## config.mk

```make
export PLATFORM = sky130hd
export DESIGN_NAME = kdc_fifo
export DESIGN_NICKNAME = d
export VERILOG_FILES = /design/src/rtl/core/kdc_pkg.sv /design/src/rtl/core/kdc_fifo.sv
export SDC_FILE = /design/constraint.sdc
export NUM_CORES = 1
export LEC_CHECK = 0
export ABC_AREA = 1
export BUFFER_PORTS_ARGS = -buffer_cell sky130_fd_sc_hd__buf_2
export CELL_PAD_IN_SITES_DETAIL_PLACEMENT = 1
export CELL_PAD_IN_SITES_GLOBAL_PLACEMENT = 1
export CORE_ASPECT_RATIO = 1.2
export CORE_MARGIN = 3
export CORE_UTILIZATION = 42
export CTS_CLUSTER_SIZE = 8
export DETAILED_ROUTE_END_ITERATION = 10
export GPL_TIMING_DRIVEN = 0
export HOLD_SLACK_MARGIN = 0.02
export PLACE_DENSITY_LB_ADDON = 0.1
export SLEW_MARGIN = 10
export SYNTH_ARGS = -nofsm -noshare
export SYNTH_HDL_FRONTEND = slang
export SYNTH_SLANG_ARGS = --single-unit
export TNS_END_PERCENT = 10
```

## constraint.sdc

```tcl
create_clock -name aclk -period 2.7 [get_ports aclk]
set_input_delay 0.54 -clock aclk [delete_from_list [all_inputs] [get_ports aclk]]
set_output_delay 0.54 -clock aclk [all_outputs]
set_load 0.02 [all_outputs]
```

## src/rtl/core/kdc_pkg.sv

```systemverilog
// Package: marker table, schema table and front-to-back command type.
package kdc_pkg;

    localparam int TABLE_MARKERS = 32;
    localparam int TABLE_SCHEMAS = 8;
    localparam int MAX_LEN       = 18;
    localparam int MAX_SCHEMA_MK = 9;

    // Scan mode codes
    localparam logic [1:0] MODE_RAW   = 2'd0;
    localparam logic [1:0] MODE_TOKEN = 2'd1;
    localparam logic [1:0] MODE_STRIP = 2'd2;

    // One command from the front end: up to three window pushes plus end flag
    typedef struct packed {
        logic [1:0] push_cnt;
        logic [7:0] char0;
        logic [7:0] char1;
        logic [7:0] char2;
        logic       stream_end;
    } kdc_cmd_t;

    typedef logic [MAX_LEN*8-1:0] mk_text_t;

    // Marker text, first character in the lowest byte
    function automatic mk_text_t mk_text(input int idx);
        string s;
        mk_text_t v;
        case (idx)
            0: s = {"ms_", "summary"};         1: s = "stringerfemloads";
            2: s = {"skin_", "flows"};         3: s = {"aux_skin_", "input"};
            4: s = {"aux_stringer_", "input"}; 5: s = "stringer";
            6: s = "skin";                     7: s = "buckling";
            8: s = "crippling";                9: s = "bay id";
            10: s = "fem load case";           11: s = "nx";
            12: s = "nxy";                     13: s = {"msstr_", "buck"};
            14: s = "rivet";                   15: s = "bacr15fv";
            16: s = "shear";                   17: s = "pitch";
            18: s = "rivet diameter";          19: s = "bolt";
            20: s = "torque";                  21: s = "preload";
            22: s = "bolt diameter";           23: s = "shank";
            24: s = "frame";                   25: s = "station";
            26: s = "moment of inertia";       27: s = "bending";
            28: s = "panel";                   29: s = "buckling";
            30: s = {"sigma_", "cr"};          31: s = "kc";
            default: s = "";
        endcase
        v = '0;
        for (int i = 0; i < s.len(); i++) v[i*8 +: 8] = s[i];
        return v;
    endfunction

    function automatic int mk_len(input int idx);
        case (idx)
            0: return 10;  1: return 16;  2: return 10;  3: return 14;
            4: return 18;  5: return 8;   6: return 4;   7: return 8;
            8: return 9;   9: return 6;   10: return 13; 11: return 2;
            12: return 3;  13: return 10; 14: return 5;  15: return 8;
            16: return 5;  17: return 5;  18: return 14; 19: return 4;
            20: return 6;  21: return 7;  22: return 13; 23: return 5;
            24: return 5;  25: return 7;  26: return 17; 27: return 7;
            28: return 5;  29: return 8;  30: return 8;  31: return 2;
            default: return 0;
        endcase
    endfunction

    function automatic int sc_first(input int s);
        case (s)
            0: return 0;  1: return 9;  2: return 14; 3: return 19;
            4: return 24; 5: return 28; default: return 32;
        endcase
    endfunction

    function automatic int sc_count(input int s);
        case (s)
            0: return 9; 1: return 5; 2: return 5; 3: return 5;
            4: return 4; 5: return 4; default: return 0;
        endcase
    endfunction

    function automatic logic [7:0] to_lower(input logic [7:0] c);
        return (c >= 8'h41 && c <= 8'h5A) ? c + 8'd32 : c;
    endfunction

endpackage

```

## src/rtl/core/kdc_fifo.sv

```systemverilog
// Short command queue between front and back ends.
module kdc_fifo #(
    parameter int DEPTH = 2
) (
    input  logic              aclk,
    input  logic              aresetn,
    input  logic              wr_valid,
    input  kdc_pkg::kdc_cmd_t wr_data,
    output logic              wr_ready,
    output logic              rd_valid,
    output kdc_pkg::kdc_cmd_t rd_data,
    input  logic              rd_ready
);
    import kdc_pkg::*;
    localparam int AW = (DEPTH > 1) ? $clog2(DEPTH) : 1;

    kdc_cmd_t       mem_reg [DEPTH];
    logic [AW-1:0]  wp_reg, rp_reg;
    logic [AW:0]    cnt_reg;
    logic           wr, rd;

    assign wr_ready = cnt_reg != (AW+1)'(DEPTH);
    assign rd_valid = cnt_reg != '0;
    assign rd_data  = mem_reg[rp_reg];
    assign wr       = wr_valid && wr_ready;
    assign rd       = rd_valid && rd_ready;

    always_ff @(posedge aclk) begin
        if (wr) mem_reg[wp_reg] <= wr_data;
    end

    always_ff @(posedge aclk) begin
        if (!aresetn) begin
            wp_reg  <= '0;
            rp_reg  <= '0;
            cnt_reg <= '0;
        end else begin
            if (wr) wp_reg <= (wp_reg == AW'(DEPTH-1)) ? '0 : wp_reg + 1'b1;
            if (rd) rp_reg <= (rp_reg == AW'(DEPTH-1)) ? '0 : rp_reg + 1'b1;
            cnt_reg <= cnt_reg + (AW+1)'(wr) - (AW+1)'(rd);
        end
    end

    assert property (@(posedge aclk) disable iff (!aresetn)
        cnt_reg <= (AW+1)'(DEPTH))
        else $error("queue overflow");
    assert property (@(posedge aclk) disable iff (!aresetn)
        (!wr && !rd) |=> $stable(cnt_reg))
        else $error("count moved without access");
    assert property (@(posedge aclk) disable iff (!aresetn)
        (wr && !rd) |=> (cnt_reg == $past(cnt_reg) + 1'b1))
        else $error("count missed a write");
endmodule

```

Word level (Yosys, flattened, before mapping). Memories as Yosys holds them, arrays and structs flattened. A register that Yosys moved wholly into a read port is not among the register bits. Index checks and enable logic that the tools add are counted.

Flip-flop bits (word level): 4. RAM bits: 54. Input port bits: 31. Memories kept: 1.

Add/subtract/negate cells: 4. Equality and inequality tests: 1. Mux-type cells: 6. Reduce and logical (&&, ||, !) cells: 3.

Memory list: mem_reg (words 2, bits a word 27, read ports 1, clocked after memory_dff 1, write ports 1, RTL line kdc_fifo.sv:17) `kdc_cmd_t mem_reg [DEPTH];`.

Operators by type and width (number): two-way mux 1 bit (6); adder 1 bit, second input constant (2); adder 2 x 1 -> 2 bit (1); logical AND 1 bit (2); != test 2 bit, second input constant (1); nonzero test 2 bit (1); subtractor 2 x 1 -> 2 bit (1).

Logic depth before layout (Yosys ltp). Gate-level depths: netlist of the first run.

Word-level depth: 4. Gate-level depth with buffers: 11. Gate-level depth less buffers: 11.

Least setup slack after synthesis of the first run. No wires, ideal clock.

Path kind: reg2reg. From: register cnt_reg[0]. To: memory mem_reg[1][0] (netlist bit) (enable). Setup time: 0.412 ns. Arrival time: 1.923 ns. Slack: 0.365 ns. Cell stages (with the launch flop): 5. Buffers on the path: 0. Cells stage by stage: dfxtp_1 > inv_1 > nand2_1 > nand2_1 > nor2_1.

Longest elaborated chain between the ends: 4.

RTL lines: start: declaration (RTL line kdc_fifo.sv:19) `logic [AW:0] cnt_reg;`; start signal: assignment (RTL line kdc_fifo.sv:40) `cnt_reg <= cnt_reg + (AW+1)'(wr) - (AW+1)'(rd);`; != test 2 bit (RTL line kdc_fifo.sv:22) `assign wr_ready = cnt_reg != (AW+1)'(DEPTH);`; named net wr_ready (RTL line kdc_fifo.sv:9) `output logic wr_ready,`; logical AND 1 bit (RTL line kdc_fifo.sv:25) `assign wr = wr_valid && wr_ready;`; two-way mux 1 bit (RTL line kdc_fifo.sv:29) `if (wr) mem_reg[wp_reg] <= wr_data;`; two-way mux 1 bit (implied by the code) (RTL line kdc_fifo.sv:29); end: declaration (RTL line kdc_fifo.sv:17).

The timed path passes the listed nets, and every way through them passes these cells.

==> results.tsv, run 1 <==
stage	metric	value	unit
hold_path	min_from	wr_data[15]	
critical_path	r2r_start	cnt_reg[0]	
clock_network	numCtsBuffers	9	
outcome	status	completed	
power	power.total	2703	µW
critical_path	path_class	flip-flop to output port	
grt	antenna_found_initial	0	
place	dp_hpwl	2862	µm
sta	setup_violations	0	
detailed_routing	initialDrtViolationCount	100	
yosys	ys.flop_type	edfxtp_1	
clock_network	cts_tree	built	
sta	skew	2.596	ps
yosys	synth_warnings	0	
yosys	synth_edf_count	54	
final_layout	diodes	0	
yosys	seq_area_frac_synth	75.27	%
power	combinationalPowerShare	31.9	%
yosys	ys_seq_elements	59	
grt	grt_pass1_vias	1376	
floorplanning	initial_core_util	45.02	%
place	gp_congestion	0.6353	
clock_network	hold_buffers	0	
yosys	synth_area_leader_cell	edfxtp_1	
yosys	synth.area.top_cells	edfxtp_1 (71%), mux2_4 (13%), dfxtp_1 (4.4%)	
place	io_buffers	59	
floorplanning	die_w	73.37	µm
clock_network	clock-root-buffer	clkbuf_8	
clock_network	cts_setup_buffers	0	
sta	report.final.slew_viol_count	0	
power	ir_worst_vdd	0.4741	mV
floorplanning	core.rowCount	28	
final_layout	seqCellArea	0.001722	mm²
detailed_routing	wirelength	4031	µm
clock_network	cts_resized	0	
sta	setup_tns	0	ps
floorplanning	dieArea	0.006371	mm²
power	powerDensity	957.5	mW/mm²
grt	grt_usage	14.17	%
yosys	avgSynthCellArea	19.06	µm²
final_layout	multi_input_area	503.0	µm²
clock_network	cts_max_level	3	
sta	hold_slack	395.7	ps
final_layout	area_growth	23.41	%
detailed_routing	via_per_inst	4.862	
critical_path	crit_arrival	1430	ps
yosys	synth_top_area_share	70.90	%
floorplanning	die_h	86.84	µm
floorplanning	pin_count	60	
power	switching_share	31.17	%
final_layout	drive_gt1_share	53.61	%
critical_path	cp_top_family	buffers and inverters	
power	p_clk_share	23.3	%
critical_path	startpoint_type	flip-flop	
power	power_switching	842.6	µW
grt	overflow	0	
power	power.leakage	0.001138	µW
yosys	syn_nets	152	
hold_path	hp-class	input pin to flip-flop	
critical_path	cpPeakStageDelay	320	ps
detailed_routing	ant_nets	0	
critical_path	critPathRequiredTime	2160	ps
critical_path	slowest_stage	dfxtp_1	
power	seqPwrFrac	44.8	%
detailed_routing	wl_per_cell	15.87	µm
sta	finalCritPeriodShare	73.11	%
clock_network	clk_path_buf_depth	2	
yosys	synthCells	120	
sta	hold_viol_final	0	
clock_network	clk_pin_slew	60	ps
yosys	syn_area	0.002287	mm²
critical_path	worstSetupEndpointType	output port	
critical_path	path_buf_inv	3	
yosys	synth_cell_types	14	
detailed_routing	drc_errors	0	
job	drv_cap	0	
yosys	async_reset_ff_share	0	%
final_layout	largest_register_ffs	54	
floorplanning	core_area	0.005080	mm²
sta	fmax	506.6	MHz
clock_network	clock_sink_count	59	
final_layout	fill_cells	490	
sta	rsz0062_at_grt	false	
detailed_routing	num_vias	1235	
clock_network	clk_latency	330	ps
sta	slew_headroom	46.21	%
sta	worst_pin_slew	804.9	ps
detailed_routing	first_pass_iters	4	
sta	post-route-min-period	1974	ps
critical_path	path_max_fanout	10	
grt	grt_pass1_wl	6410	µm
power	cell_internal_pwr	1860	µW
grt	grt_max_degree	29	
critical_path	worstPathCellList	buf_6 -> buf_12 -> mux2_4 -> buf_2	
final_layout	finalNetCount	222	
-- synth_stat cells (2+ instances only) --
library cell   n
inv_1          7
nand2_1       11
mux2_4        20
mux2_2         7
edfxtp_1      54
dfxtp_1        5
buf_12         2
nor2_1         8
-- through the flow --
| stage | utilization, % | setup slack [ps] | cells | instance area (µm²) |
|---|---|---|---|---|
| floorplan | - | 364.9 | 120 | 2287 |
| global placement | 52.32 | -259.1 | 239 | 2658 |
| detailed placement | 52.61 | 749.8 | 239 | 2673 |
| CTS | 55.57 | 689.9 | 254 | 2823 |
| global route | 55.57 | 659.5 | 254 | 2823 |
| finish | 55.57 | 726.0 | 254 | 2823 |
-- cells in the final DEF, fill, tap and decap left out, drive strengths merged --
master / n
nand3: 1
dfxtp: 5
inv: 7
nor2: 9
clkbuf: 11
buf: 62
nand2: 11
a21oi: 1
ha: 1
mux2: 27
xnor2: 1
clkinv: 4
edfxtp: 54
-- per-layer routing --
layer  vias to the layer above  GRT usage, %  share of wire (%)
li1                        579             -                  -
met1                       602         13.94                 34
met2                        43         24.41                 55
met3                        11         5.220                7.7
met4                         0         9.390                2.8
met5                         -             0                  0
-- worst paths after layout --
check | endpoint | slack [ps] | depth (start not counted)
hold reg to reg | flip-flop | 510 | 2
setup / recovery | rd_data[1] | 730 | 4
hold / removal | mem_reg[0][15] | 400 | 1
setup reg to reg | mem_reg[1][5] | 940 | 4
-- area by class of cell --
cell class                 instances  area share (%)
buffer                             3           1.817
timing repair buffer              59           10.46
inverter                           7          0.9309
multi-input combinational         51           17.82
sequential                        59           60.99
clock inverter                     4          0.6649
clock buffer                      11           4.654
tap                               60           2.660
-- logic make-up after synthesis --
logic type                 synth area share [%]
adders and majority gates                0.5470
muxes                                     16.58
buffers and inverters                     3.392
DFF                                       75.27
AOI/OAI and AO/OA                        0.2186
xor gates and xnor gates                 0.3830
and+or+nand+nor                           3.611
-- power by group through the flow --
stage,combinational [µW],clock [µW],sequential (µW)
2_1_floorplan,640,0,1220
3_3_place_gp,841,0,1220
3_5_place_dp,882,0,1230
4_1_cts,883,659,1210
5_1_grt,940,694,1230
6_report,861,630,1210
Power figures use the tool's default switching activity.
==> inputs of run 2 (changes only) <==
- CORE_UTILIZATION: 42 -> 39
- clock period: 2.7 -> 1.6 ns (I/O delays scaled with it)
==> results.tsv, run 2 (same netlist as run 1, synthesis figures left out) <==
stage	metric	value	unit	change
outcome	status	complete, but fails checks		
outcome	violations	negative setup slack		
detailed_routing	wl_per_cell	15.62	µm	-1.6%
clock_network	cts_tree	built		
critical_path	crit_arrival	1390	ps	-40 ps
floorplanning	dieArea	0.006824	mm²	+7.1%
critical_path	path_max_fanout	10		unchanged
detailed_routing	ant_nets	0		unchanged
clock_network	clk_pin_slew	60	ps	about the same
sta	hold_viol_final	0		unchanged
place	gp_congestion	0.6154		-3.1%
place	dpl_cell_area	0.002696	mm²	+0.89%
clock_network	cts_max_level	3		unchanged
detailed_routing	num_vias	1254		+1.5%
detailed_routing	first_pass_iters	3		-1
detailed_routing	via_per_inst	4.577		-5.9%
floorplanning	initial_core_util	41.74	%	-3.3 points
grt	grt_usage	12.70	%	-1.5 points
power	seqPwrFrac	42.4	%	-2.4 points
sta	setup_violations	24		+24
job	drv_cap	0		unchanged
floorplanning	die_h	89.89	µm	+3.5%
grt	grt_max_degree	29		unchanged
final_layout	area_growth	31.35	%	
power	power.leakage	0.001193	µW	+4.9%
floorplanning	pin_count	60		unchanged
sta	post-route-min-period	1713	ps	
hold_path	hp-class	input pin to flip-flop		
floorplanning	core_area	0.005479	mm²	+7.9%
sta	worst_pin_slew	852.1	ps	+47.17 ps
place	dp_hpwl	2838	µm	-0.82%
grt	overflow	0		unchanged
grt	antenna_found_initial	0		unchanged
sta	skew	7.552	ps	+4.956 ps
power	ir_worst_vdd	0.7567	mV	+60%
critical_path	critPathRequiredTime	1280	ps	-880 ps
final_layout	final_cell_area	0.003004	mm²	+6.4%
sta	fmax	583.7	MHz	
power	power_switching	1505	µW	+79%
detailed_routing	drc_errors	0		unchanged
sta	setup_tns	-2110	ps	-2110 ps
final_layout	final_cell_mix	edfxtp_1 (54), buf_2 (47), mux2_4 (20)		
critical_path	startpoint_type	flip-flop		
final_layout	largest_register_ffs	54		unchanged
floorplanning	core.rowCount	29		+3.6%
sta	report.final.slew_viol_count	0		unchanged
sta	finalCritPeriodShare	107.1	%	
place	io_buffers	59		unchanged
final_layout	final_common_cell	edfxtp_1		
critical_path	path_class	flip-flop to output port		
clock_network	clock-root-buffer	clkbuf_8		
power	combinationalPowerShare	35.3	%	+3.4 points
floorplanning	die_w	75.91	µm	+3.5%
power	p_clk_share	22.3	%	-1.0 points
clock_network	clock_sink_count	59		unchanged
power	powerDensity	1620	mW/mm²	+69%
sta	slew_headroom	43.06	%	-3.2 points
detailed_routing	initialDrtViolationCount	87		-13%
clock_network	clk_latency	320	ps	about the same
power	cell_internal_pwr	3363	µW	+81%
power	switching_share	30.91	%	-0.26 points
sta	fin_ws	-113.2	ps	-839.2 ps
detailed_routing	wirelength	4279	µm	+6.2%
sta	rsz0062_at_grt	true		
grt	grt_pass1_vias	1361		-1.1%
clock_network	numCtsBuffers	9		unchanged
final_layout	diodes	0		unchanged
grt	grt_pass1_wl	6499	µm	+1.4%
final_layout	finalNetCount	224		+0.90%
critical_path	worstSetupEndpointType	output port		
final_layout	drive_gt1_share	56.85	%	+3.2 points
clock_network	clk_path_buf_depth	2		unchanged
-- run 2: cell count changes in the layout (fill, tap and decap cells not counted) --
| cell | delta |
|---|---|
| buf_12 | +2 |
| inv_2 | +1 |
| clkinv_1 | -1 |
| nand2_1 | -2 |
| dfxtp_2 | +3 |
| buf_2 | -12 |
| nand2_4 | +1 |
| clkbuf_16 | +1 |
| inv_1 | -1 |
| clkbuf_1 | +2 |
| dfxtp_1 | -3 |
| buf_6 | +11 |
| nand2_8 | +1 |
-- run 2: final timing paths --
check | from | to | cells after the start | slack (ps)
max | flip-flop | rd_data[11] | 4 | -110
min | wr_data[26] | mem_reg[0][26] | 1 | 180
max reg2reg | cnt_reg[0] | mem_reg[1][6] | 4 | 10
min reg2reg | rp_reg | rp_reg | 2 | 520
-- run 2: worst max-delay path, stage by stage (launching register included) --
cell and delay (ps):
dfxtp_2 340, buf_12 140, buf_12 150, mux2_4 300
buf_2 160
-- run 2: power groups by stage --
stage / clock network, µW / logic (µW) / registers [µW]
after detailed placement: 0 / 1490 / 2080
after global placement: 0 / 1440 / 2060
final: 1080 / 1720 / 2070
after floorplan: 0 / 1100 / 2050
after global routing: 1200 / 1840 / 2090
after CTS: 1120 / 1580 / 2060
-- run 2: timing repair --
action	4_1_cts	5_1_grt
pin swaps	1	0
hold endpoints to repair	0	0
resized for setup	18	16
buffers inserted	0	1
endpoints found under the setup margin	82	83
cloned	0	1
hold buffers	0	0
-- run 2: metrics by stage --
stage	util [%]	total power (µW)	hold slack, ps	setup WS, ps	instances
3_3_place_gp	49.21	3501	482.5	-60.00	256
5_1_grt	54.83	5121	164.0	-176.4	274
6_report	54.83	4868	183.3	-113.2	274
2_1_floorplan	-	3148	413.5	9.957	120
3_5_place_dp	49.21	3577	511.2	-174.9	256
4_1_cts	52.96	4763	168.1	-145.9	272
-- run 2: layer usage --
metal	routed length, µm	share of wire, %	up-vias	track usage, %
li1	-	-	588	-
met1	1657	39	619	12.85
met2	2354	55	41	22.19
met3	175	4.1	6	4.000
met4	92	2.2	0	8.610
met5	0	0	-	0
-- run 2: area by class of cell --
cell class                      count  area, µm²
Buffer                              3      60.06
Tap cell                           77      96.34
Clock inverter                      3      15.01
Fill cell                         530       2475
Sequential cell                    59       1725
Clock buffer                       13      138.9
Inverter                            7      26.28
Timing Repair Buffer               61      415.4
Multi-Input combinational cell     51      526.8
