$ cat src/rtl/core/kdc_pkg.sv
// Package: marker table, schema table and front-to-back command type.
package kdc_pkg;

    localparam int TABLE_MARKERS = 32;
    localparam int TABLE_SCHEMAS = 8;
    localparam int MAX_LEN       = 18;
    localparam int MAX_SCHEMA_MK = 9;

    // Scan mode codes
    localparam logic [1:0] MODE_RAW   = 2'd0;
    localparam logic [1:0] MODE_TOKEN = 2'd1;
    localparam logic [1:0] MODE_STRIP = 2'd2;

    // One command from the front end: up to three window pushes plus end flag
    typedef struct packed {
        logic [1:0] push_cnt;
        logic [7:0] char0;
        logic [7:0] char1;
        logic [7:0] char2;
        logic       stream_end;
    } kdc_cmd_t;

    typedef logic [MAX_LEN*8-1:0] mk_text_t;

    // Marker text, first character in the lowest byte
    function automatic mk_text_t mk_text(input int idx);
        string s;
        mk_text_t v;
        case (idx)
            0: s = {"ms_", "summary"};         1: s = "stringerfemloads";
            2: s = {"skin_", "flows"};         3: s = {"aux_skin_", "input"};
            4: s = {"aux_stringer_", "input"}; 5: s = "stringer";
            6: s = "skin";                     7: s = "buckling";
            8: s = "crippling";                9: s = "bay id";
            10: s = "fem load case";           11: s = "nx";
            12: s = "nxy";                     13: s = {"msstr_", "buck"};
            14: s = "rivet";                   15: s = "bacr15fv";
            16: s = "shear";                   17: s = "pitch";
            18: s = "rivet diameter";          19: s = "bolt";
            20: s = "torque";                  21: s = "preload";
            22: s = "bolt diameter";           23: s = "shank";
            24: s = "frame";                   25: s = "station";
            26: s = "moment of inertia";       27: s = "bending";
            28: s = "panel";                   29: s = "buckling";
            30: s = {"sigma_", "cr"};          31: s = "kc";
            default: s = "";
        endcase
        v = '0;
        for (int i = 0; i < s.len(); i++) v[i*8 +: 8] = s[i];
        return v;
    endfunction

    function automatic int mk_len(input int idx);
        case (idx)
            0: return 10;  1: return 16;  2: return 10;  3: return 14;
            4: return 18;  5: return 8;   6: return 4;   7: return 8;
            8: return 9;   9: return 6;   10: return 13; 11: return 2;
            12: return 3;  13: return 10; 14: return 5;  15: return 8;
            16: return 5;  17: return 5;  18: return 14; 19: return 4;
            20: return 6;  21: return 7;  22: return 13; 23: return 5;
            24: return 5;  25: return 7;  26: return 17; 27: return 7;
            28: return 5;  29: return 8;  30: return 8;  31: return 2;
            default: return 0;
        endcase
    endfunction

    function automatic int sc_first(input int s);
        case (s)
            0: return 0;  1: return 9;  2: return 14; 3: return 19;
            4: return 24; 5: return 28; default: return 32;
        endcase
    endfunction

    function automatic int sc_count(input int s);
        case (s)
            0: return 9; 1: return 5; 2: return 5; 3: return 5;
            4: return 4; 5: return 4; default: return 0;
        endcase
    endfunction

    function automatic logic [7:0] to_lower(input logic [7:0] c);
        return (c >= 8'h41 && c <= 8'h5A) ? c + 8'd32 : c;
    endfunction

endpackage

$ cat src/rtl/core/kdc_front.sv
// Front end: tag stripping, tokenizing, lowercasing into window push commands.
module kdc_front (
    input  logic            aclk,
    input  logic            aresetn,
    input  logic [1:0]      scan_mode,
    input  logic            in_valid,
    input  logic [7:0]      in_byte,
    input  logic            in_part_end,
    input  logic            in_stream_end,
    output logic            in_ready,
    output logic            cmd_valid,
    output kdc_pkg::kdc_cmd_t cmd,
    input  logic            cmd_ready
);
    import kdc_pkg::*;

    logic       inside_tag_reg, inside_tag_next;
    logic [7:0] held_char_reg, held_char_next;
    logic [1:0] tok_reg, tok_next;
    kdc_cmd_t   c;

    assign in_ready  = cmd_ready;
    assign cmd_valid = in_valid;
    assign cmd       = c;

    // Classify one byte
    always_comb begin
        logic [7:0] lc;
        logic       strip, printable;
        lc        = to_lower(in_byte);
        strip     = scan_mode[1];
        printable = in_byte >= 8'd32 && in_byte < 8'd127 && in_byte != 8'h20
                    && in_byte != 8'h2C && in_byte != 8'h3B;
        inside_tag_next = inside_tag_reg;
        held_char_next  = held_char_reg;
        tok_next        = tok_reg;
        c               = '0;
        c.stream_end    = in_stream_end;
        if (scan_mode == MODE_RAW) begin
            c.push_cnt = 2'd1;
            c.char0    = lc;
        end else if (in_byte == 8'h00) begin
            // NUL skipped
        end else if (strip && in_byte == 8'h3C) begin
            inside_tag_next = 1'b1;
            if (tok_reg == 2'd2) begin
                c.push_cnt = 2'd1;
                c.char0    = 8'h20;
            end
            tok_next       = 2'd0;
            held_char_next = 8'h00;
        end else if (strip && in_byte == 8'h3E) begin
            inside_tag_next = 1'b0;
        end else if (strip && inside_tag_reg) begin
            // inside markup
        end else if (printable) begin
            case (tok_reg)
                2'd0: begin
                    held_char_next = lc;
                    tok_next       = 2'd1;
                end
                2'd1: begin
                    c.push_cnt = 2'd2;
                    c.char0    = held_char_reg;
                    c.char1    = lc;
                    tok_next   = 2'd2;
                end
                default: begin
                    c.push_cnt = 2'd1;
                    c.char0    = lc;
                end
            endcase
        end else begin
            if (tok_reg == 2'd2) begin
                c.push_cnt = 2'd1;
                c.char0    = 8'h20;
            end
            tok_next       = 2'd0;
            held_char_next = 8'h00;
        end
        // Part end or stream end flushes an open token after the byte; space goes in the next free slot
        if (in_part_end || in_stream_end) begin
            if (tok_next == 2'd2) begin
                case (c.push_cnt)
                    2'd0:    c.char0 = 8'h20;
                    2'd1:    c.char1 = 8'h20;
                    default: c.char2 = 8'h20;
                endcase
                c.push_cnt = c.push_cnt + 2'd1;
            end
            tok_next        = 2'd0;
            held_char_next  = 8'h00;
            inside_tag_next = 1'b0;
        end
    end

    always_ff @(posedge aclk) begin
        if (!aresetn) begin
            inside_tag_reg <= 1'b0;
            held_char_reg  <= 8'h00;
            tok_reg        <= 2'd0;
        end else if (in_valid && cmd_ready) begin
            inside_tag_reg <= inside_tag_next;
            held_char_reg  <= held_char_next;
            tok_reg        <= tok_next;
        end
    end

    // A raw byte always pushes its own char, plus a space if a token was left open and the byte ends a part
    assert property (@(posedge aclk) disable iff (!aresetn)
        (in_valid && scan_mode == MODE_RAW) |-> (c.push_cnt != 2'd0))
        else $error("raw mode must push its char");
    assert property (@(posedge aclk) disable iff (!aresetn)
        (in_valid && cmd_ready && (in_part_end || in_stream_end)) |=> (tok_reg == 2'd0))
        else $error("token state not cleared at part end");
    assert property (@(posedge aclk) disable iff (!aresetn)
        (tok_reg == 2'd0) |-> (held_char_reg == 8'h00))
        else $error("held char without open token");
endmodule

$ cat config.mk
export PLATFORM = sky130hd
export DESIGN_NAME = kdc_front
export DESIGN_NICKNAME = d
export VERILOG_FILES = /design/src/rtl/core/kdc_pkg.sv /design/src/rtl/core/kdc_front.sv
export SDC_FILE = /design/constraint.sdc
export NUM_CORES = 1
export LEC_CHECK = 0
export ABC_AREA = 1
export CAP_MARGIN = 20
export CORE_UTILIZATION = 25
export DETAILED_ROUTE_END_ITERATION = 6
export DONT_BUFFER_PORTS = 1
export GPL_ROUTABILITY_DRIVEN = 0
export GPL_TIMING_DRIVEN = 0
export SETUP_SLACK_MARGIN = 0.15
export SYNTH_ARGS = -nofsm -noshare
export SYNTH_HDL_FRONTEND = slang
export SYNTH_SLANG_ARGS = --single-unit
$ cat constraint.sdc
create_clock -name aclk -period 6.2 [get_ports aclk]
set_input_delay 1.24 -clock aclk [delete_from_list [all_inputs] [get_ports aclk]]
set_output_delay 1.24 -clock aclk [all_outputs]
set_load 0.02 [all_outputs]
== After elaboration in Yosys (flattened, before gate mapping) ==
Cells that the tools add are included.
Cells by class
  muxes and demuxes: 39
  add/sub/neg operators: 2
  eq/ne operators: 14
  reductions and logical operators: 18
  magnitude comparators: 4
Operators with widths (count)
  two-way mux 8 bit: 15
  two-way mux 18 bit: 3
  two-way mux 26 bit: 2
  two-way mux 10 bit: 3
  != test 8 x 6 -> 1 bit, second input constant: 3
  case mux 10 bit (2 select lines): 1
  == test 8 x 6 -> 1 bit, second input constant: 2
  two-way mux 2 bit: 7
  logical AND 1 bit: 9
  two-way mux 9 bit: 1
  adder 8 x 6 -> 8 bit, second input constant: 1
  >= comparator 8 x 6 -> 1 bit, second input constant: 1
  >= comparator 8 x 7 -> 1 bit, second input constant: 1
  less-or-equal comparator 8 x 7 -> 1 bit, second input constant: 1
  logical NOT 8 bit: 1
  less-than comparator 8 x 7 -> 1 bit, second input constant: 1
  logical NOT 2 bit: 3
  two-way mux 6 bit: 1
  != test 3 x 2 -> 1 bit, second input constant: 2
  AND reduction 6 bit: 1
  two-way mux 1 bit: 5
  == test 2 x 1 -> 1 bit, second input constant: 2
  == test 2 bit, second input constant: 2
  != test 2 x 1 -> 1 bit, second input constant: 2
  7 further kinds: 7
Storage, ports and cells
  flip-flop bits (word level): 11
  output and inout port bits: 29
  logic and storage cells: 80

== Longest topological paths before layout ==
Gate-level depths: netlist (run 1).
  depth after elaboration: 16
  mapped depth: 16
  mapped depth without buffers: 15

== Worst setup path after synthesis (run 1) ==
OpenSTA, ideal clock, no wires.
  path type: input port to output port
  start: input port in_byte[6]
  end: output port cmd[10] in the netlist's numbering
  data required time: 4.960 ns
  arrival: 2.931 ns
  path slack: 2.029 ns
  path buffers: 1
  cell stages on the path: 15
  cell sequence: inv_2 -> ha_1 -> inv_1 -> nor2_1 -> nand3_1 -> nand3_1 -> nor2_2 -> buf_6 -> nand2_1 -> inv_1 -> nand2_1 -> ha_1 -> nand4_2 -> nand2_2 -> nor2_1
RTL lines
  start, declared: RTL line kdc_front.sv:7  | input logic [7:0] in_byte,
  end, declared: RTL line kdc_front.sv:12  | output kdc_pkg::kdc_cmd_t cmd,

==> key figures, run 1 <==
Synthesis
  – Ys Warns: 0
  – Sequential fraction of the synthesis area: 15.4%
  – Mapped Cells: 248
  – Synth Cell Area: 1430 µm²
  – Seq cells post-synth: 11
  – Avg Cell Area, Syn: 5.77 µm²
  – Library cells used by synthesis: 31

Finish
  – Finished Cell Area: 1590 µm²
  – P&R area growth vs syn: 11.0%
  – Most frequent cells in the layout: nand2_1 (65), inv_1 (36), nor2_1 (36)
  – # fillers: 607
  – Share of layout cells above drive strength 1: 15.5%
  – Commonest non-fill, non-tap cell in the layout: nand2_1
  – Max reg flops: 8
  – Final net count: 283
  – Fin cells: 330
  – Antenna diodes: 0

Placed design
  – Placed insts: 326
  – Area post-placement: 1540 µm²
  – I/O Buffers: 0
  – DPL Wire Length: 3160 µm

Drt
  – Drt first pass iters: 6
  – Initial DRC Count: 103
  – Vias: 1501
  – Antenna viol nets, final: 0
  – Via/cell ratio: 4.55
  – Wire per inst: 11.4 µm
  – DRC viols: 0
  – Post-Route WL: 3760 µm

Floorplanning
  – Die W: 77.7 µm
  – Chip height: 77.7 µm
  – Die area: 6030 µm²
  – # IOs: 45
  – # rows: 27
  – Core footprint: 5510 µm²
  – Initial core utilization: 26.0%

Pwr
  – Clock share of power: 33.6%
  – Switching Fraction: 34.4%
  – Seq pwr share: 34.5%
  – Leak pwr: 0.739 nW
  – Sw Pwr: 0.0000717 W
  – Internal power: 0.000137 W
  – Comb pwr share: 31.9%
  – Worst vdd ir: 0.0341 mV
  – Power Dens Cells: 131 nW/µm²

Global routing
  – Number of global-route vias before repair: 1277
  – First-pass GRT wire length: 6020 µm
  – Initial antenna violation count: 0
  – Pin count of the biggest net entering global routing: 11
  – Grt total ovfl: 0
  – GRT Resource Usage Total: 12.6%

Setup path
  – CP peak stage delay: 0.37 ns
  – CP Launch Type: primary input
  – CP Cell Sequence: inv_2 > ha_1 > inv_1 > nor2_1 > nand3_1 > nand3_1 > nor2_2 > buf_6 > nand2_1 > inv_1 > nand2_1 > ha_1 > nand4_2 > nand2_2 > nor2_1
  – Worst Path Buf+Inv: 4
  – Crit path kind: primary input to primary output
  – Worst endpoint required time: 4.96 ns
  – CP top delay family: simple AND/OR/NAND/NOR gates
  – Worst path slowest cell: nor2_1
  – Critical Path Fanout Max: 10
  – R2R Setup Slk: 4.82 ns
  – WP data arrival: 3.35 ns
  – CP endpoint kind: primary output

Timing
  – Count of pins over their slew limit: 0
  – Fraction of the cycle the final worst path needs: 74.0%
  – Final Hold Fails: 0
  – Final setup fails: 0
  – Fmax: 218 MHz
  – Worst Clk Skew: 0.00257 ns
  – Tmin final: 4.59 ns
  – RSZ-0062 raised after global routing: false
  – TNS Setup: 0 ns

Clock network
  – CTS Buf Count: 3
  – Sink Count: 11
  – Root Buffer: clkbuf_8
  – CTS clk-pin slew, worst paths: 0.05 ns
  – Post-CTS resize count: 0
  – Clk Latency, worst-skew pair: 0.23 ns
  – Hold_buf cts: 0
  – CTS Buffer Depth: 2
  – Setup bufs post-CTS: 0
  – H-tree depth: 1
  – CTS tree: done

Status
  – Status: complete, no violations

Min path
  – Worst hold path type: register to register

Job
  – Max-cap viol count: 0
## stage by stage
step / worst slack (ns) / utilization (%) / total power (W) / hold slack [ns]
final: 1.61 / 28.9 / 0.000208 / 0.465
after global routing: 1.39 / 28.9 / 0.000223 / 0.491
after CTS: 1.61 / 28.9 / 0.000210 / 0.464
after detailed placement: 1.62 / 28.0 / 0.000140 / 0.456
after global placement: 1.61 / 28.0 / 0.000139 / 0.456
after floorplan: 2.03 / - / 0.000130 / 0.439
## cell usage after synthesis, drive strengths merged
master	number	area share (%)
a21oi	16	6.4
clkbuf	2	0.52
nor3	3	1.4
nand4	3	2.8
o22ai	4	1.7
nand2	74	21
inv	41	11
o2111ai	1	0.61
xnor2	1	0.61
ha	8	7.0
nor2	40	12
dfxtp	11	15
buf	11	6.0
and2	1	0.44
o21ai	9	3.4
nand3	17	7.5
conb	1	0.26
a22oi	5	2.6
## worst min-delay path, delay by kind of cell, from the launching register on
family           cells  cell delay [ns]
flip-flops           1             0.30
AO/OA/AOI/OAI        1             0.05
AND/OR/NAND/NOR      1             0.06
## final cells by class
| type | instances | area [µm²] | area share [%] |
|---|---|---|---|
| Clock buffer | 4 | 45.0 | 2.83 |
| Tap cell | 72 | 90.1 | 5.67 |
| Buffer | 13 | 93.8 | 5.91 |
| Inverter | 41 | 154 | 9.69 |
| Multi-Input combinational cell | 189 | 986 | 62.0 |
| Sequential cell | 11 | 220 | 13.9 |
## layer usage
metal,part of all wire (%),track usage (%),vias to the layer above,routed length (µm)
met4,2.2,5.47,0,81
met1,42,15.4,657,1580
li1,-,-,782,-
met2,47,20.6,55,1780
met3,8.5,3.29,7,318
met5,0,0,-,0
## power groups by stage
stage	registers, W	clock network, W	logic [W]
floorplan	0.0000731	0	0.0000567
CTS	0.0000718	0.0000722	0.0000664
global route	0.0000718	0.0000770	0.0000739
global placement	0.0000732	0	0.0000660
detailed placement	0.0000732	0	0.0000663
finish	0.0000719	0.0000701	0.0000664
## cell families after synthesis
family                   Yosys count  share of synthesized area (%)
AND/OR/NAND/NOR                  138                           44.7
buffers and inverters             54                           17.3
AO/OA/AOI/OAI                     35                           14.8
flip-flops                        11                           15.4
adder cells (fa/ha/maj)            8                           6.99
XOR/XNOR                           1                          0.612
other                              1                          0.262
## final timing paths
kind                     from                to  cells past startpoint
max                in_byte[6]           cmd[11]                     15
min          held_char_reg[2]  held_char_reg[2]                      2
max reg2reg        tok_reg[0]  held_char_reg[6]                      8
min reg2reg  held_char_reg[2]  held_char_reg[2]                      2
Power figures use the tool's default switching activity.
==> run 2, diff against run 1 <==
--- a/config.mk
+++ b/config.mk
@@ -5,7 +5,7 @@
 export SDC_FILE = /design/constraint.sdc
 export NUM_CORES = 1
 export LEC_CHECK = 0
-export ABC_AREA = 1
+export ABC_AREA = 0
 export CAP_MARGIN = 20
 export CORE_UTILIZATION = 25
 export DETAILED_ROUTE_END_ITERATION = 6
==> constraint.sdc (replaced) <==
create_clock -name aclk -period 3.83 [get_ports aclk]
set_input_delay 0.766 -clock aclk [delete_from_list [all_inputs] [get_ports aclk]]
set_output_delay 0.766 -clock aclk [all_outputs]
set_load 0.02 [all_outputs]
==> key figures, run 2 <==
Clock network
  – CTS Buf Count: 3 (unchanged)
  – CTS tree: done
  – CTS clk-pin slew, worst paths: 0.05 ns (about the same)
  – Hold_buf cts: 0 (unchanged)
  – Sink Count: 11 (unchanged)
  – Clk Latency, worst-skew pair: 0.23 ns (about the same)
  – Root Buffer: clkbuf_8
  – H-tree depth: 1 (unchanged)
  – CTS Buffer Depth: 2 (unchanged)

Floorplanning
  – Initial core utilization: 26.2% (+0.17 points)
  – # rows: 26 (-3.7%)
  – Chip height: 75.4 µm (-3.0%)
  – Core footprint: 5140 µm² (-6.7%)
  – # IOs: 45 (unchanged)
  – Die area: 5680 µm² (-5.9%)
  – Die W: 75.4 µm (-3.0%)

Drt
  – Via/cell ratio: 5.16 (+13%)
  – Drt first pass iters: 4 (-2)
  – DRC viols: 0 (unchanged)
  – Wire per inst: 14.5 µm (+27%)
  – Initial DRC Count: 86 (-17%)
  – Antenna viol nets, final: 0 (unchanged)
  – Post-Route WL: 3490 µm (-7.3%)
  – Vias: 1243 (-17%)

Global routing
  – Number of global-route vias before repair: 1072 (-16%)
  – Pin count of the biggest net entering global routing: 11 (unchanged)
  – GRT busiest layer: met2
  – Initial antenna violation count: 0 (unchanged)
  – Grt total ovfl: 0 (unchanged)
  – Met3 usage: 2.91% (-0.38 points)
  – First-pass GRT wire length: 5240 µm (-13%)
  – Met2 Usage GRT: 20.1% (-0.48 points)
  – Met1 usage in global routing: 15.9% (+0.43 points)
  – GRT Resource Usage Total: 12.1% (-0.46 points)

Min path
  – WHS Endpoint: held_char_reg[6]
  – Worst hold path type: register to register
  – Hold path cells: 1 (-1)
  – HP Start: held_char_reg[6]

Timing
  – Worst hold slack: 0.492 ns (+0.0267 ns)
  – Count of pins over their slew limit: 0 (unchanged)
  – Final setup fails: 0 (unchanged)
  – Fmax: 277 MHz
  – Final Hold Fails: 0 (unchanged)
  – Setup WS post-layout: 0.216 ns (-1.39 ns)
  – Tmin final: 3.61 ns
  – Worst relative slew slack: 60.5%
  – Worst-Margin Slew: 0.588 ns
  – RSZ-0062 raised after global routing: true
  – Fraction of the cycle the final worst path needs: 94.4%
  – Worst Clk Skew: 0.00370 ns (+0.00113 ns)

Finish
  – Share of layout cells above drive strength 1: 31.6% (+16 points)
  – Max reg flops: 8 (unchanged)
  – Antenna diodes: 0 (unchanged)
  – Finished Cell Area: 1610 µm² (+1.2%)
  – Most frequent cells in the layout: inv_1 (14), a21oi_2 (14), buf_4 (12)
  – P&R area growth vs syn: 19.5%
  – Final net count: 196 (-31%)

Synthesis
  – Avg Cell Area, Syn: 8.46 µm² (+47%)
  – Top cell type's share of synthesized area: 16.4% (-0.67 points)
  – Largest area contributor in the netlist: dfxtp_1
  – Synth Flop Type: dfxtp_1
  – Seq cells post-synth: 11 (unchanged)
  – Synth Cell Area: 1350 µm² (-6.0%)
  – Count leader, synth: inv_1
  – Top post-synthesis cells by count: inv_1 (14), dfxtp_1 (11), nand2_1 (11), a21oi_2 (10), buf_4 (10)
  – Mapped Cells: 159 (-36%)
  – Post-synth EDFFs: 0 (unchanged)
  – Synth top area cells: dfxtp_1 (16%), ha_1 (7.4%), a21oi_2 (6.5%)
  – Library cells used by synthesis: 54 (+74%)
  – Ys Warns: 0 (unchanged)
  – Sequential fraction of the synthesis area: 16.4% (+0.99 points)
  – Post-synth ARST share: 0% (unchanged)

Pwr
  – Comb pwr share: 33.2% (+1.3 points)
  – Internal power: 0.000231 W (+69%)
  – Worst vdd ir: 0.0839 mV (+150%)
  – Leak pwr: 0.586 nW (-21%)
  – Power Dens Cells: 210 nW/µm² (+61%)
  – Sw Pwr: 0.000107 W (+49%)
  – Seq pwr share: 34.3% (-0.2 points)
  – Clock share of power: 32.5% (-1.1 points)
  – Switching Fraction: 31.6% (-2.8 points)

Setup path
  – Worst endpoint required time: 3.06 ns (-1.90 ns)
  – CP peak stage delay: 0.48 ns (+0.11 ns)
  – R2R Setup Slk: 1.97 ns (-2.85 ns)
  – CP Cell Sequence: buf_6 > or2_1 > a2111oi_4 > nand4b_4 > mux2i_1 > o22ai_2 > ha_1 > buf_2 > a221o_1
  – Reg2reg path depth: 6 (-2)
  – CP Launch Type: primary input
  – WP data arrival: 2.85 ns (-0.50 ns)
  – Worst path slowest cell: a221o_1
  – Crit Reg-Reg Endpoint: held_char_reg[3]
  – CP endpoint kind: primary output
  – Critical Path Fanout Max: 9 (-1)
  – Critical R2R Launch: inside_tag_reg
  – Crit path kind: primary input to primary output

Placed design
  – Area post-placement: 1460 µm² (-5.8%)
  – DPL Wire Length: 2680 µm (-15%)
  – I/O Buffers: 0 (unchanged)
  – Worst slack, placed: -0.167 ns (-1.79 ns)

Job
  – Max-cap viol count: 0 (unchanged)

Status
  – Status: complete, no violations
## run 2: worst max path at each step
stage | depth (start not counted) | slack (ns) | end | startpoint
2_1_floorplan | 8 | 0.18 | cmd[22] | in_byte[7]
3_3_place_gp | 8 | -0.12 | cmd[22] | in_byte[7]
3_5_place_dp | 8 | -0.17 | cmd[22] | in_byte[7]
4_1_cts | 8 | 0.09 | cmd[22] | in_byte[7]
5_1_grt | 9 | 0.07 | cmd[22] | in_byte[1]
6_report | 9 | 0.22 | cmd[22] | in_byte[1]
## run 2: worst max-delay path, delay by kind of cell
family,cells,cell delay [ns]
and+or+nand+nor,2,0.45
buffers and inverters,2,0.33
adders and majority gates,1,0.21
AOI/OAI and AO/OA,3,0.87
muxes,1,0.23
## run 2: metal layers
metal | vias up | wire [µm]
li1 | 603 | -
met1 | 596 | 1540
met5 | - | 0
met2 | 42 | 1730
met3 | 2 | 179
met4 | 0 | 36
## run 2: cell type report
type	instances	area [µm²]
inverters	14	52.6
multi-input cells	122	1050
flip-flops and latches	11	220
clock buffers	4	45.0
plain buffers	18	139
fillers	571	3530
repair buffers	2	15.0
well taps	70	87.6
## run 2: what timing repair did
action | 4_1_cts | 5_1_grt
cloned | 0 | 0
setup endpoints to repair | 18 | 19
endpoints found under the hold margin | 0 | 0
gates resized for setup | 7 | 9
pin swaps | 0 | 1
setup buffers | 0 | 2
## run 2: power by group through the flow
stage / combinational [W] / sequential (W) / clock [W]
finish: 0.000112 / 0.000116 / 0.000110
detailed placement: 0.000102 / 0.000118 / 0
CTS: 0.000106 / 0.000116 / 0.000113
global placement: 0.000102 / 0.000118 / 0
global route: 0.000123 / 0.000116 / 0.000121
floorplan: 0.0000887 / 0.000118 / 0
## run 2: stage by stage
step	std cells	power [W]	utilization (%)	setup TNS, ns
after detailed placement	235	0.000221	28.3	-0.401
after CTS	239	0.000335	29.7	0
after floorplan	165	0.000207	-	0
after global placement	235	0.000220	28.3	-0.131
after global routing	241	0.000360	31.3	0
final	241	0.000338	31.3	0
## run 2: cells by family after synthesis
group | synth area share [%]
AO/OA/AOI/OAI | 32.8
AND/OR/NAND/NOR | 26.1
buffers and inverters | 14.0
flip-flops | 16.4
adder cells (fa/ha/maj) | 7.44
multiplexers | 2.23
other | 0.279
XOR/XNOR | 0.651
==> run 3, diff against run 2 <==
--- a/config.mk
+++ b/config.mk
@@ -11,7 +11,7 @@
 export DETAILED_ROUTE_END_ITERATION = 6
 export DONT_BUFFER_PORTS = 1
 export GPL_ROUTABILITY_DRIVEN = 0
-export GPL_TIMING_DRIVEN = 0
+export REMOVE_ABC_BUFFERS = 1
 export SETUP_SLACK_MARGIN = 0.15
 export SYNTH_ARGS = -nofsm -noshare
 export SYNTH_HDL_FRONTEND = slang
==> key figures, run 3 (synthesis gave the netlist of run 2 again) <==
Finish
  – Commonest non-fill, non-tap cell in the layout: inv_1
  – Antenna diodes: 0 (unchanged)
  – P&R area growth vs syn: 12.2%
  – Finished Cell Area: 1510 µm² (-6.1%)
  – Share of layout cells above drive strength 1: 26.4% (-5.2 points)
  – Most frequent cells in the layout: inv_1 (14), nand2_1 (11), dfxtp_1 (11), buf_4 (11), a21oi_2 (10)
  – Final net count: 188 (-4.1%)
  – Max reg flops: 8 (unchanged)

Timing
  – Final setup fails: 0 (unchanged)
  – Worst relative slew slack: 54.2% (-6.3 points)
  – Fmax: 282 MHz (+2.0%)
  – Tmin final: 3.54 ns (-0.0719 ns)
  – Worst Clk Skew: 0.00106 ns (-0.00264 ns)
  – Count of pins over their slew limit: 0 (unchanged)
  – Setup WS post-layout: 0.288 ns (+0.0719 ns)
  – RSZ-0062 raised after global routing: false
  – TNS Setup: 0 ns (unchanged)
  – Final Hold Fails: 0 (unchanged)
  – Worst hold slack: 0.490 ns (-0.00184 ns)
  – Fraction of the cycle the final worst path needs: 92.5% (-1.9 points)
  – Worst-Margin Slew: 0.682 ns (+0.0942 ns)

Setup path
  – Worst Path Buf+Inv: 2 (unchanged)
  – R2R Setup Slk: 1.93 ns (-0.04 ns)
  – Critical R2R Launch: inside_tag_reg
  – Reg2reg path depth: 5 (-1)
  – Cell depth of the worst setup path: 8 (-1)
  – CP Launch Type: primary input
  – Setup crit end: cmd[26]
  – CP Cell Sequence: nor4_2 > nand4_2 > a31oi_4 > o21bai_4 > nor4bb_4 > buf_4 > mux2i_1 > buf_4
  – Crit Reg-Reg Endpoint: held_char_reg[0]
  – Worst path slowest cell: nor4_2
  – Worst endpoint required time: 3.06 ns (about the same)
  – CP endpoint kind: primary output
  – WP data arrival: 2.78 ns (-0.07 ns)
  – Most frequent CP cell: buf_4
  – Crit path kind: primary input to primary output
  – CP peak stage delay: 0.37 ns (-0.11 ns)
  – Crit. Startpoint: in_byte[0]
  – Critical Path Fanout Max: 13 (+4)
  – CP top delay family: simple AND/OR/NAND/NOR gates

Placed design
  – DPL Wire Length: 2730 µm (+1.8%)
  – Worst slack, placed: 0.156 ns (+0.323 ns)
  – Area post-placement: 1400 µm² (-3.7%)
  – I/O Buffers: 0 (unchanged)

Floorplanning
  – # rows: 26 (unchanged)
  – Initial core utilization: 26.2% (unchanged)
  – Core footprint: 5140 µm² (unchanged)
  – Die W: 75.4 µm (unchanged)
  – # IOs: 45 (unchanged)
  – Chip height: 75.4 µm (unchanged)
  – Die area: 5680 µm² (unchanged)

Pwr
  – Leak pwr: 0.549 nW (-6.4%)
  – Power Dens Cells: 218 nW/µm² (+3.4%)
  – Worst vdd ir: 0.0968 mV (+15%)

Clock network
  – Root Buffer: clkbuf_8
  – CTS Buf Count: 3 (unchanged)
  – CTS Buffer Depth: 2 (unchanged)
  – CTS tree: done
  – CTS clk-pin slew, worst paths: 0.05 ns (about the same)
  – Sink Count: 11 (unchanged)
  – Clk Latency, worst-skew pair: 0.23 ns (about the same)
  – Hold_buf cts: 0 (unchanged)
  – H-tree depth: 1 (unchanged)

Drt
  – DRC viols: 0 (unchanged)
  – Antenna viol nets, final: 0 (unchanged)
  – Post-Route WL: 3610 µm (+3.5%)
  – Drt first pass iters: 4 (unchanged)
  – Initial DRC Count: 100 (+16%)
  – Vias: 1217 (-2.1%)
  – Wire per inst: 15.5 µm (+7.1%)
  – Via/cell ratio: 5.22 (+1.3%)

Global routing
  – Pin count of the biggest net entering global routing: 16 (+5)
  – Number of global-route vias before repair: 1067 (-0.47%)
  – Met3 usage: 3.17% (+0.26 points)
  – First-pass GRT wire length: 5130 µm (-2.1%)
  – Initial antenna violation count: 0 (unchanged)
  – GRT Resource Usage Total: 12.0% (-0.13 points)
  – Met2 Usage GRT: 20.0% (-0.099 points)
  – Met1 usage in global routing: 15.8% (-0.076 points)
  – GRT busiest layer: met2
  – Grt total ovfl: 0 (unchanged)

Status
  – Status: complete, no violations

Job
  – Max-cap viol count: 0 (unchanged)

Min path
  – Worst hold path type: register to register
run 3: changes by cell type in the layout (fill, tap and decap cells not counted), sizes merged:
cell / change
clkbuf: -3
buf: -5
run 3: power by group:
part | switching (W) | leakage (nW) | internal, W | total [W]
Sequential | 0.000000453 | 0.0886 | 0.000115 | 0.000116
Combinational | 0.0000616 | 0.438 | 0.0000354 | 0.0000970
Clock | 0.0000425 | 0.0228 | 0.0000730 | 0.000115
run 3: per-stage QoR:
stage / utilization, % / cells / power, W
6_report: 29.4 / 233 / 0.000328
5_1_grt: 29.4 / 233 / 0.000348
4_1_cts: 28.1 / 232 / 0.000325
3_5_place_dp: 27.3 / 228 / 0.000208
3_3_place_gp: 27.3 / 228 / 0.000207
2_1_floorplan: - / 147 / 0.000189
run 3: layout make-up:
type | instances | area [µm²]
Inverter | 14 | 52.6
Fill cell | 564 | 3630
Timing Repair Buffer | 12 | 103
Multi-Input combinational cell | 122 | 1000
Sequential cell | 11 | 220
Clock buffer | 4 | 45.0
Tap cell | 70 | 87.6
run 3: worst reg2reg max path, cell delays in order, from the launching register on:
cell	delay [ns]
dfxtp_1	0.32
o21ai_0	0.49
a31oi_4	0.18
o21bai_4	0.23
a21o_1	0.27
a32o_1	0.30
run 3: how the worst min path moves through the flow:
stage / start / cells past startpoint / end / slack [ns]
6_report: held_char_reg[7] / 1 / held_char_reg[7] / 0.49
5_1_grt: held_char_reg[7] / 1 / held_char_reg[7] / 0.52
4_1_cts: held_char_reg[7] / 1 / held_char_reg[7] / 0.49
3_5_place_dp: held_char_reg[7] / 1 / held_char_reg[7] / 0.48
3_3_place_gp: held_char_reg[7] / 1 / held_char_reg[7] / 0.47
2_1_floorplan: held_char_reg[7] / 1 / held_char_reg[7] / 0.46
run 3: per-layer routing:
layer | wire, µm | vias up
met5 | 0 | -
met1 | 1570 | 590
met2 | 1850 | 33
li1 | - | 592
met3 | 181 | 2
met4 | 6 | 0
run 3: repair_timing:
| action | CTS | global route |
|---|---|---|
| setup buffers | 0 | 1 |
| setup endpoints to repair | 0 | 18 |
| gates resized for setup | 0 | 5 |
